===== src/rtl/fbpa_pkg.sv =====
`timescale 1ns / 1ps
// ----------------------------------------------------------------------------
// fbpa_pkg: shared types and constants of the page framebuffer
// Screen geometry, store addressing, operation codes and the structs that
// pass between the decoder, the frame store and the top level.
// ----------------------------------------------------------------------------
package fbpa_pkg;

  localparam int unsigned SCREEN_COLUMNS = 128;
  localparam int unsigned SCREEN_PAGES   = 4;
  localparam int unsigned STRIPE_BITS    = 8;
  localparam int unsigned PIXEL_ROWS     = SCREEN_PAGES * STRIPE_BITS;
  localparam int unsigned STORE_DEPTH    = SCREEN_COLUMNS * SCREEN_PAGES;
  localparam int unsigned ADDR_W         = $clog2(STORE_DEPTH);
  localparam int unsigned LIN_W          = 11;

  // Reciprocals for the wrap of an 8-bit coordinate by a constant.
  localparam int unsigned RECIP_SHIFT    = 16;
  localparam int unsigned RECIP_COLUMNS  = (1 << RECIP_SHIFT) / SCREEN_COLUMNS;
  localparam int unsigned RECIP_PAGES    = (1 << RECIP_SHIFT) / SCREEN_PAGES;
  localparam int unsigned RECIP_ROWS     = (1 << RECIP_SHIFT) / PIXEL_ROWS;

  typedef logic [ADDR_W-1:0] addr_t;
  typedef logic [7:0]        byte_t;

  typedef enum logic [1:0] {
    OP_WR_PIXEL  = 2'd0,
    OP_RD_PIXEL  = 2'd1,
    OP_WR_COLUMN = 2'd2,
    OP_RD_COLUMN = 2'd3
  } op_e;

  typedef struct packed {
    op_e        op;
    addr_t      addr;
    logic [2:0] bit_sel;
    byte_t      wdata;
  } access_t;

  typedef struct packed {
    logic  en;
    addr_t addr;
    byte_t data;
  } wr_port_t;

  // Remainder of v by divisor. The quotient estimate from the truncated
  // reciprocal is low by at most one, so a single compare and subtract fixes it.
  function automatic byte_t wrap8(input byte_t v, input int unsigned divisor,
                                  input int unsigned recip);
    logic [23:0] prod;
    logic [7:0]  quot;
    logic [8:0]  div9;
    logic [16:0] back;
    logic [8:0]  rem;
    div9 = divisor[8:0];
    prod = {16'h0000, v} * recip[23:0];
    quot = prod[23:16];
    back = quot * div9;
    rem  = {1'b0, v} - back[8:0];
    if (rem >= div9) begin
      rem = rem - div9;
    end
    return rem[7:0];
  endfunction

endpackage


===== src/rtl/fbpa_decode.sv =====
`timescale 1ns / 1ps
// ----------------------------------------------------------------------------
// fbpa_decode: coordinate wrap and store address
// Wraps the column and the row or page and forms the stripe byte address
// and the bit position within the stripe.
// ----------------------------------------------------------------------------
module fbpa_decode import fbpa_pkg::*; (
  input  logic [1:0] operation_i,
  input  logic [7:0] column_x_i,
  input  logic [7:0] row_y_i,
  input  logic [7:0] write_value_i,
  output access_t    access_o
);

  byte_t            col_w;
  byte_t            row_w;
  byte_t            page_col;
  byte_t            page_sel;
  logic [LIN_W-1:0] lin_addr;

  assign col_w    = wrap8(column_x_i, SCREEN_COLUMNS, RECIP_COLUMNS);
  assign row_w    = wrap8(row_y_i, PIXEL_ROWS, RECIP_ROWS);
  assign page_col = wrap8(row_y_i, SCREEN_PAGES, RECIP_PAGES);

  // Pixel ops take the page from the row; column ops take it directly.
  assign page_sel = operation_i[1] ? page_col : {3'b000, row_w[7:3]};

  assign lin_addr = LIN_W'({3'b000, col_w} * LIN_W'(SCREEN_PAGES))
                  + LIN_W'({3'b000, page_sel});

  always_comb begin
    access_o.op      = op_e'(operation_i);
    access_o.addr    = lin_addr[ADDR_W-1:0];
    access_o.bit_sel = row_w[2:0];
    access_o.wdata   = write_value_i;
  end

endmodule


===== src/rtl/fbpa_store.sv =====
`timescale 1ns / 1ps
// ----------------------------------------------------------------------------
// fbpa_store: frame store with clearing sweep
// Byte-wide memory with one registered read port and one write port.
// After reset it writes zeros to every entry, one per cycle.
// ----------------------------------------------------------------------------
module fbpa_store import fbpa_pkg::*; (
  input  logic     clk_i,
  input  logic     rst_ni,
  input  logic     rd_en_i,
  input  addr_t    rd_addr_i,
  output byte_t    rd_data_o,
  input  wr_port_t wr_i,
  output logic     clearing_o
);

  byte_t mem [STORE_DEPTH];
  byte_t rd_data_q;
  addr_t clr_cnt_q, clr_cnt_d;
  logic  clearing_q, clearing_d;

  always_comb begin
    clr_cnt_d  = clr_cnt_q;
    clearing_d = clearing_q;
    if (clearing_q) begin
      clr_cnt_d = clr_cnt_q + addr_t'(1);
      if (clr_cnt_q == addr_t'(STORE_DEPTH - 1)) begin
        clearing_d = 1'b0;
      end
    end
  end

  always_ff @(posedge clk_i or negedge rst_ni) begin
    if (!rst_ni) begin
      clr_cnt_q  <= '0;
      clearing_q <= 1'b1;
    end else begin
      clr_cnt_q  <= clr_cnt_d;
      clearing_q <= clearing_d;
    end
  end

  always_ff @(posedge clk_i) begin
    if (clearing_q) begin
      mem[clr_cnt_q] <= '0;
    end else if (wr_i.en) begin
      mem[wr_i.addr] <= wr_i.data;
    end
  end

  always_ff @(posedge clk_i) begin
    if (rd_en_i) begin
      rd_data_q <= mem[rd_addr_i];
    end
  end

  assign rd_data_o  = rd_data_q;
  assign clearing_o = clearing_q;

endmodule


===== src/rtl/page_framebuffer_pixel_access.sv =====
`timescale 1ns / 1ps
// ----------------------------------------------------------------------------
// page_framebuffer_pixel_access: pixel and column access to a page framebuffer
// A 128x32 monochrome framebuffer stored as 512 vertical 8-pixel stripe bytes,
// with pixel read, pixel write, column read and column write.
// ----------------------------------------------------------------------------
// After reset the block clears its frame store, one byte per cycle, and holds
// busy high while it does so; from then on busy stays low and a word is
// taken at every rising edge where start is high, one word per cycle. A read
// returns its word through the registered read of the frame store, then the
// modify logic and the result register: result_valid_o is high for exactly
// one cycle with read_data_o, and results come out in the order the reads
// went in. Writes return nothing. There is no way to stall the result side,
// so the receiver must take every result on the cycle it is shown. A write
// to the same byte by the word just ahead is forwarded, so back-to-back
// pixel writes to one stripe are safe.
// ----------------------------------------------------------------------------
module page_framebuffer_pixel_access import fbpa_pkg::*; (
  input  logic       clk_i,
  input  logic       rst_ni,
  input  logic       start,
  output logic       busy,
  input  logic [1:0] operation_i,
  input  logic [7:0] column_x_i,
  input  logic [7:0] row_y_i,
  input  logic [7:0] write_value_i,
  output logic       result_valid_o,
  output logic [7:0] read_data_o
);

  access_t  acc_in;
  access_t  acc_q;
  logic     valid_q;
  logic     accept;
  logic     clearing;
  byte_t    rd_data;
  wr_port_t wr_port;

  // Forwarding of the byte written by the word one stage ahead.
  logic     fwd_hit_q, fwd_hit_d;
  byte_t    fwd_data_q;

  byte_t    cur_byte;
  byte_t    bit_mask;
  byte_t    new_byte;
  logic     s1_write;

  logic     res_valid_q, res_valid_d;
  byte_t    res_data_q, res_data_d;

  assign busy   = clearing;
  assign accept = start && !busy;

  fbpa_decode u_decode (
    .operation_i   (operation_i),
    .column_x_i    (column_x_i),
    .row_y_i       (row_y_i),
    .write_value_i (write_value_i),
    .access_o      (acc_in)
  );

  fbpa_store u_store (
    .clk_i      (clk_i),
    .rst_ni     (rst_ni),
    .rd_en_i    (accept),
    .rd_addr_i  (acc_in.addr),
    .rd_data_o  (rd_data),
    .wr_i       (wr_port),
    .clearing_o (clearing)
  );

  // Stage one: the word sits here while the store read data arrives.
  always_ff @(posedge clk_i or negedge rst_ni) begin
    if (!rst_ni) begin
      valid_q <= 1'b0;
    end else begin
      valid_q <= accept;
    end
  end

  always_ff @(posedge clk_i) begin
    if (accept) begin
      acc_q <= acc_in;
    end
  end

  assign s1_write = valid_q && ((acc_q.op == OP_WR_PIXEL) || (acc_q.op == OP_WR_COLUMN));

  // The read of the next word happens on the same edge as this word's write,
  // so the store returns the old byte; take the fresh byte instead.
  assign fwd_hit_d = accept && s1_write && (acc_in.addr == acc_q.addr);

  always_ff @(posedge clk_i or negedge rst_ni) begin
    if (!rst_ni) begin
      fwd_hit_q <= 1'b0;
    end else begin
      fwd_hit_q <= fwd_hit_d;
    end
  end

  always_ff @(posedge clk_i) begin
    fwd_data_q <= new_byte;
  end

  assign cur_byte = fwd_hit_q ? fwd_data_q : rd_data;
  assign bit_mask = byte_t'(1) << acc_q.bit_sel;

  always_comb begin
    new_byte    = cur_byte;
    res_valid_d = 1'b0;
    res_data_d  = cur_byte;
    case (acc_q.op)
      OP_WR_PIXEL: begin
        new_byte = acc_q.wdata[0] ? (cur_byte | bit_mask) : (cur_byte & ~bit_mask);
      end
      OP_RD_PIXEL: begin
        res_valid_d = valid_q;
        res_data_d  = {7'b0000000, |(cur_byte & bit_mask)};
      end
      OP_WR_COLUMN: begin
        new_byte = acc_q.wdata;
      end
      OP_RD_COLUMN: begin
        res_valid_d = valid_q;
      end
      default: begin
        new_byte = cur_byte;
      end
    endcase
  end

  always_comb begin
    wr_port.en   = s1_write;
    wr_port.addr = acc_q.addr;
    wr_port.data = new_byte;
  end

  // Result register.
  always_ff @(posedge clk_i or negedge rst_ni) begin
    if (!rst_ni) begin
      res_valid_q <= 1'b0;
    end else begin
      res_valid_q <= res_valid_d;
    end
  end

  always_ff @(posedge clk_i) begin
    res_data_q <= res_data_d;
  end

  assign result_valid_o = res_valid_q;
  assign read_data_o    = res_data_q;

endmodule


===== config.mk =====
export PLATFORM = sky130hd
export DESIGN_NAME = page_framebuffer_pixel_access
export DESIGN_NICKNAME = d
export VERILOG_FILES = /design/src/rtl/fbpa_pkg.sv /design/src/rtl/fbpa_decode.sv /design/src/rtl/fbpa_store.sv /design/src/rtl/page_framebuffer_pixel_access.sv
export SDC_FILE = /design/constraint.sdc
export NUM_CORES = 2
export LEC_CHECK = 0
export BUFFER_PORTS_ARGS = -buffer_cell sky130_fd_sc_hd__buf_4
export CORE_ASPECT_RATIO = 1.4
export CORE_MARGIN = 1
export CORE_UTILIZATION = 45
export CTS_CLUSTER_DIAMETER = 100
export DETAILED_ROUTE_END_ITERATION = 6
export MAX_ROUTING_LAYER = met4
export PLACE_DENSITY = 0.63
export SYNTH_ARGS = -nofsm -noshare
export SYNTH_HDL_FRONTEND = slang
export SYNTH_SLANG_ARGS = --single-unit

===== constraint.sdc =====
create_clock -name clk_i -period 12.16 [get_ports clk_i]
set_input_delay 1.824 -clock clk_i [delete_from_list [all_inputs] [get_ports clk_i]]
set_output_delay 1.824 -clock clk_i [all_outputs]
set_load 0.02 [all_outputs]

# [Yosys cells after proc, flatten, opt, wreduce, memory -nomap -nowiden]
# Memories as Yosys holds them, arrays and structs flattened. A register that Yosys moved wholly into a read port is not among the register bits.
# Index checks and enable logic that the tools add are counted.
[op_classes] shift=1 eq_ne=5 mux=19 reduce_logical=10 order_cmp=3 addsub=8 bitwise=4
[op_table] operator="2-to-1 mux 8 bit" count=6
[op_table] operator="subtractor 8 x 8 -> 9 bit" count=3
[op_table] operator="bitwise AND 8 bit" count=2
[op_table] operator="case mux 8 bit (2 select lines)" count=1
[op_table] operator="OR reduction 8 bit" count=2
[op_table] operator="2-to-1 mux 1 bit" count=10
[op_table] operator="adder 9 x 1 -> 9 bit, second input constant" count=1
[op_table] operator="adder 9 x 8 -> 9 bit" count=1
[op_table] operator="equality test 9 bit" count=1
[op_table] operator="equality test 9 bit, second input constant" count=1
[op_table] operator=">= comparator 9 x 3 -> 1 bit, second input constant" count=1
[op_table] operator=">= comparator 9 x 6 -> 1 bit, second input constant" count=1
[op_table] operator=">= comparator 9 x 8 -> 1 bit, second input constant" count=1
[op_table] operator="2-to-1 mux 9 bit" count=1
[op_table] operator="NOT 8 bit" count=1
[op_table] operator="OR 8 bit" count=1
[op_table] operator="left shift 1 x 3 -> 8 bit, first input constant" count=1
[op_table] operator="subtractor 8 x 3 -> 8 bit, second input constant" count=1
[op_table] operator="subtractor 8 x 6 -> 8 bit, second input constant" count=1
[op_table] operator="2-to-1 mux 7 bit" count=1
[op_table] operator="subtractor 7 x 1 -> 7 bit, second input constant" count=1
[op_table] operator="equality test 2 bit, second input constant" count=2
[op_table] operator="logical AND 1 bit" count=4
[op_table] operator="equality test 2 x 1 -> 1 bit, second input constant" count=1
[op_table] operator="other kinds (4)" count=4
[totals] output_inout_bits=10 mem_bits_rw=4096 n_memories=1 wordCells=63 input_bits=29 register_bits=51
[memory_table] memory="u_store.mem" depth=512 word_bits=8 read_ports=1 rd_clocked_by_memory_dff=1 wr=1 line_no="fbpa_store.sv:17" rtl="byte_t mem [STORE_DEPTH];"

# [Depth between registers and ports, before layout]
[depth] depth_word=8 ltp_mapped=16 ltp_nobuf=10

# [Cells and area by module]
# From an unflattened synthesis, not the netlist that was laid out.
[hier_totals] cells_unflattened=8329 area_unflattened_um2=164504.0
[modules_own_cells] module="fbpa_store" area_each_um2=162613.5 n_inst=1 seq_area_each_um2=123489.7 cells_each=8164
[modules_own_cells] module="page_framebuffer_pixel_access" area_each_um2=1717.9 n_inst=1 seq_area_each_um2=1056.0 cells_each=143
[modules_own_cells] module="fbpa_decode" area_each_um2=172.7 n_inst=1 seq_area_each_um2=0.0 cells_each=22

# [Least setup slack after synthesis]
# OpenSTA, ideal clock, no wires.
[synth_timing] path_type="register to register" start="register u_store.clearing_q (netlist: u_store.clearing_o)" end="memory u_store.mem[0][0] in the netlist's numbering, data pin" setup_slack_ps=2979 t_required_ps=10621 arrival_ps=7642 setup_time_ps=1539 stages_incl_launch_ff=4 n_path_buf=1 synth_period_minus_slack_ps=9181 cell_sequence="dfstp_2 nor3b_1 clkbuf_1 and2_1"
[synth_between] elab_chain_cells=4
[synth_lines] element="start, declared" line_no="fbpa_store.sv:20" rtl="logic clearing_q, clearing_d;"
[synth_lines] element="start signal, assigned" line_no="fbpa_store.sv:39" rtl="clearing_q <= clearing_d;"
[synth_lines] element="2-to-1 mux 1 bit" line_no="fbpa_store.sv:44" rtl="if (clearing_q) begin"
[synth_lines] element="2-to-1 mux 1 bit (not written as such)" line_no="fbpa_store.sv:47" rtl="mem[wr_i.addr] <= wr_i.data;"
[synth_lines] element="OR reduction 8 bit (no source line)"
[synth_lines] element="2-to-1 mux 8 bit (no source line)"
[synth_lines] element="end, declared" line_no="fbpa_store.sv:17"
# No other way between the ends.

# [Final worst setup path]
[layout_timing] start="input port operation_i[1]" end="register u_store.rd_data_q[6] (netlist: u_store.rd_data_o[6]) (read register of u_store.mem), data pin"
[layout_between] elab_chain_cells=2
[layout_lines] element="start, declared" line_no="page_framebuffer_pixel_access.sv:23" rtl="input logic [1:0] operation_i,"
[layout_lines] element="2-to-1 mux 8 bit" line_no="fbpa_decode.sv:26" rtl="assign page_sel = operation_i[1] ? page_col : {3'b000, row_w[7:3]};"
[layout_lines] element="adder 9 x 8 -> 9 bit" line_no="fbpa_decode.sv:29" rtl="+ LIN_W'({3'b000, page_sel});"
[layout_lines] element="end, declared" line_no="fbpa_store.sv:18" rtl="byte_t rd_data_q;"
# No other way between the ends.
# A chain may end at the register's enable or synchronous reset.

==> flow_metrics.tcl <==
set metrics [dict create \
    status "complete, no violations" \
    final-hold-violation-count 0 \
    syn_avg_cell_area_sq_um 15.1 \
    num_vias 96300 \
    multiInputGateArea_sq_um 36800 \
    synth-edff-count 4126 \
    p_leak_uw 0.0602 \
    core_sq_um 364000 \
    synth_top_cell_by_area "edfxtp_1" \
    grt_max_degree 214 \
    wire_per_inst_um 29.2 \
    reg2reg_from "acc_q[20]$_DFFE_PP_" \
    clockRootBuffer "clkbuf_16" \
    hpwl_mm 270 \
    netlist_instances 10900 \
    ant_nets 0 \
    drc_errors 0 \
    synth_warnings 0 \
    postCtsSetupRepairBufs 0 \
    synth_top_area_share_pct 75.4 \
    insertion_delay_ps 940 \
    area_growth_syn_to_layout_pct 10.4 \
    die_w_um 513 \
    cts_tree "done" \
    crit_type "in2reg" \
    cts_buffer_depth 4 \
    p_per_area_nw_per_um2 164 \
    start_util_pct 45.2 \
    routed_via_density 6.08 \
    fin_ws_ps 5090 \
    setup_viol 0 \
    rsz0062_at_grt "no" \
    max-slew-margin-rel_pct 7.48 \
    yosysSeqAreaShare_pct 75.8 \
    htree_levels 5 \
    cts.sinks 4155 \
    fp.dieH_um 717 \
    drive_gt1_share_pct 9.50 \
    ys_types 70 \
    drt_pass1_iterations 7 \
    track_usage_pct 25.5 \
    fin_crit_ps 7070 \
    path_max_fanout 75 \
    wirelength_mm 463 \
    hold_buffers 0 \
    synthTopCellsByCount "edfxtp_1, nand2_1, nand3_1, mux2i_1, nor2_1" \
    netlist_area_sq_um 164000 \
    drt-initial-drc-count 11900 \
    fmax_mhz 141 \
    grt_pass1_wl_mm 663 \
    pre_cts_ws_ps 4270 \
    synth.area.top_cells "edfxtp_1, nand2_1, mux2i_1, mux4_2, nand3_1" \
    min-delay-start "valid_q$_DFF_PN0_" \
    yosys_register_bits 4155 \
    critPathRequiredTime_ps 12770 \
    worst_slew_pin_slew_ps 1380 \
    synth_nets 10900 \
    maxSlewViolCount 0 \
    dieArea_sq_um 368000 \
    hold_path_class "reg2reg" \
    peakVddDrop_mv 0.121 \
    fp-row-count 262 \
    finClkSkew_ps 47.7 \
    io_buffers 34 \
    rrSetupSlack_ps 7220 \
    clkTransAtPathRegs_ps 70 \
    crit_arrival_ps 7690 \
    endpoint_kind "register" \
    fill_cells 29700 \
    place_congestion 0.893 \
    cap_violations 0 \
    ios 39 \
    ff_latch_area_sq_um 125000 \
    cts_resized 0 \
    cts_made_buffers 379 \
    grt_overflow 0 \
    fin_crit_sh_pct 58.2 \
    setup_tns_ps 0 \
    crit_start "operation_i[1]" \
    async_flop_share_pct 0.313 \
    grt_pass1_vias 94200 \
    antenna_found_initial 17 \
    startpoint_type "primary input" \
    yosysMostFrequentCell "edfxtp_1" \
    synth_flop_cell "edfxtp_1" \
    fin_nets 10800 \
]
[area by class of cell]
type,count,area share [%]
tap,4752,3.27
antenna,14,0.0193
clock buffer,456,5.46
multi-input combinational,5988,20.3
clock inverter,224,1.18
timing repair buffer,230,1.15
sequential,4155,68.6
inverter,14,0.0413
[worst paths after layout]
check	to	depth (start not counted)
hold reg to reg	result_valid_o$_DFF_PN0_	1
setup / recovery	u_store.rd_data_o[6]$_DFFE_PP_	12
hold / removal	result_valid_o$_DFF_PN0_	1
max in group asynchronous	u_store.clearing_o$_DFF_PN1_	1
setup reg to reg	u_store.mem[328][7]$_DFFE_PP_	6
min in group asynchronous	result_valid_o$_DFF_PN0_	1
[state kept, by name, indices dropped and copies added (netlist names)]
| signal | count |
|---|---|
| fwd_data_q | 8 |
| fwd_hit_q | 1 |
| read_data_o | 8 |
| u_store.clr_cnt_q | 9 |
| acc_q | 22 |
| u_store.mem | 4096 |
| valid_q | 1 |
| result_valid_o | 1 |
| u_store.clearing_o | 1 |
| u_store.rd_data_o | 8 |
[metrics by stage]
| stage | hold slack (ps) | cell area, sq um | power [uW] | std cells | utilization (%) |
|---|---|---|---|---|---|
| after global placement | 515 | 169000 | 18200 | 15100 | 46.6 |
| after floorplan | 479 | 164000 | 17500 | 10900 | - |
| after detailed placement | 510 | 169000 | 18200 | 15100 | 46.6 |
| after CTS | 517 | 182000 | 29900 | 15800 | 49.9 |
| final | 524 | 182000 | 29800 | 15800 | 49.9 |
| after global routing | 567 | 182000 | 30500 | 15800 | 49.9 |
[routing by layer]
| metal | up-vias | share of wire [%] | track usage (%) |
|---|---|---|---|
| li1 | 41500 | - | - |
| met1 | 48800 | 36 | 30.4 |
| met2 | 4926 | 50 | 41.8 |
| met3 | 1046 | 8.2 | 3.95 |
| met4 | 0 | 5.9 | 13.4 |
| met5 | - | 0 | - |
[placed cells by master, fill, tap and decap left out, types with 198 or more instances in the layout]
cell and count:
edfxtp_1 4126, nand2_1 2057, nand3_1 762, mux2i_1 655, nor2_1 609, clkbuf_16 385, a21oi_1 325, mux4_2 225
buf_4 200, o221ai_1 198
[worst max-delay path: stages]
cell and delay [ps]:
buf_4 140, mux2i_4 240, inv_8 500, buf_4 800, buf_4 770, mux4_2 610
nand3_1 200, nand3_1 110, nor4_1 550, o21ai_0 360, a211oi_1 1060, o211ai_1 250
[kinds of logic after synthesis]
kind of cell	synth area share (%)
compound gates	5.09
xor+xnor	0.0852
fa+ha+maj	0.0152
buf+inv	2.01
flops	75.8
mux	7.13
simple gates	9.91
[where the power goes]
part | switching [uW] | total, uW | internal, uW
logic | 1520 | 2060 | 546
registers | 19.2 | 15900 | 15800
clock network | 5250 | 11900 | 6620
total | 6790 | 29800 | 23000
Power figures use the tool's default switching activity.
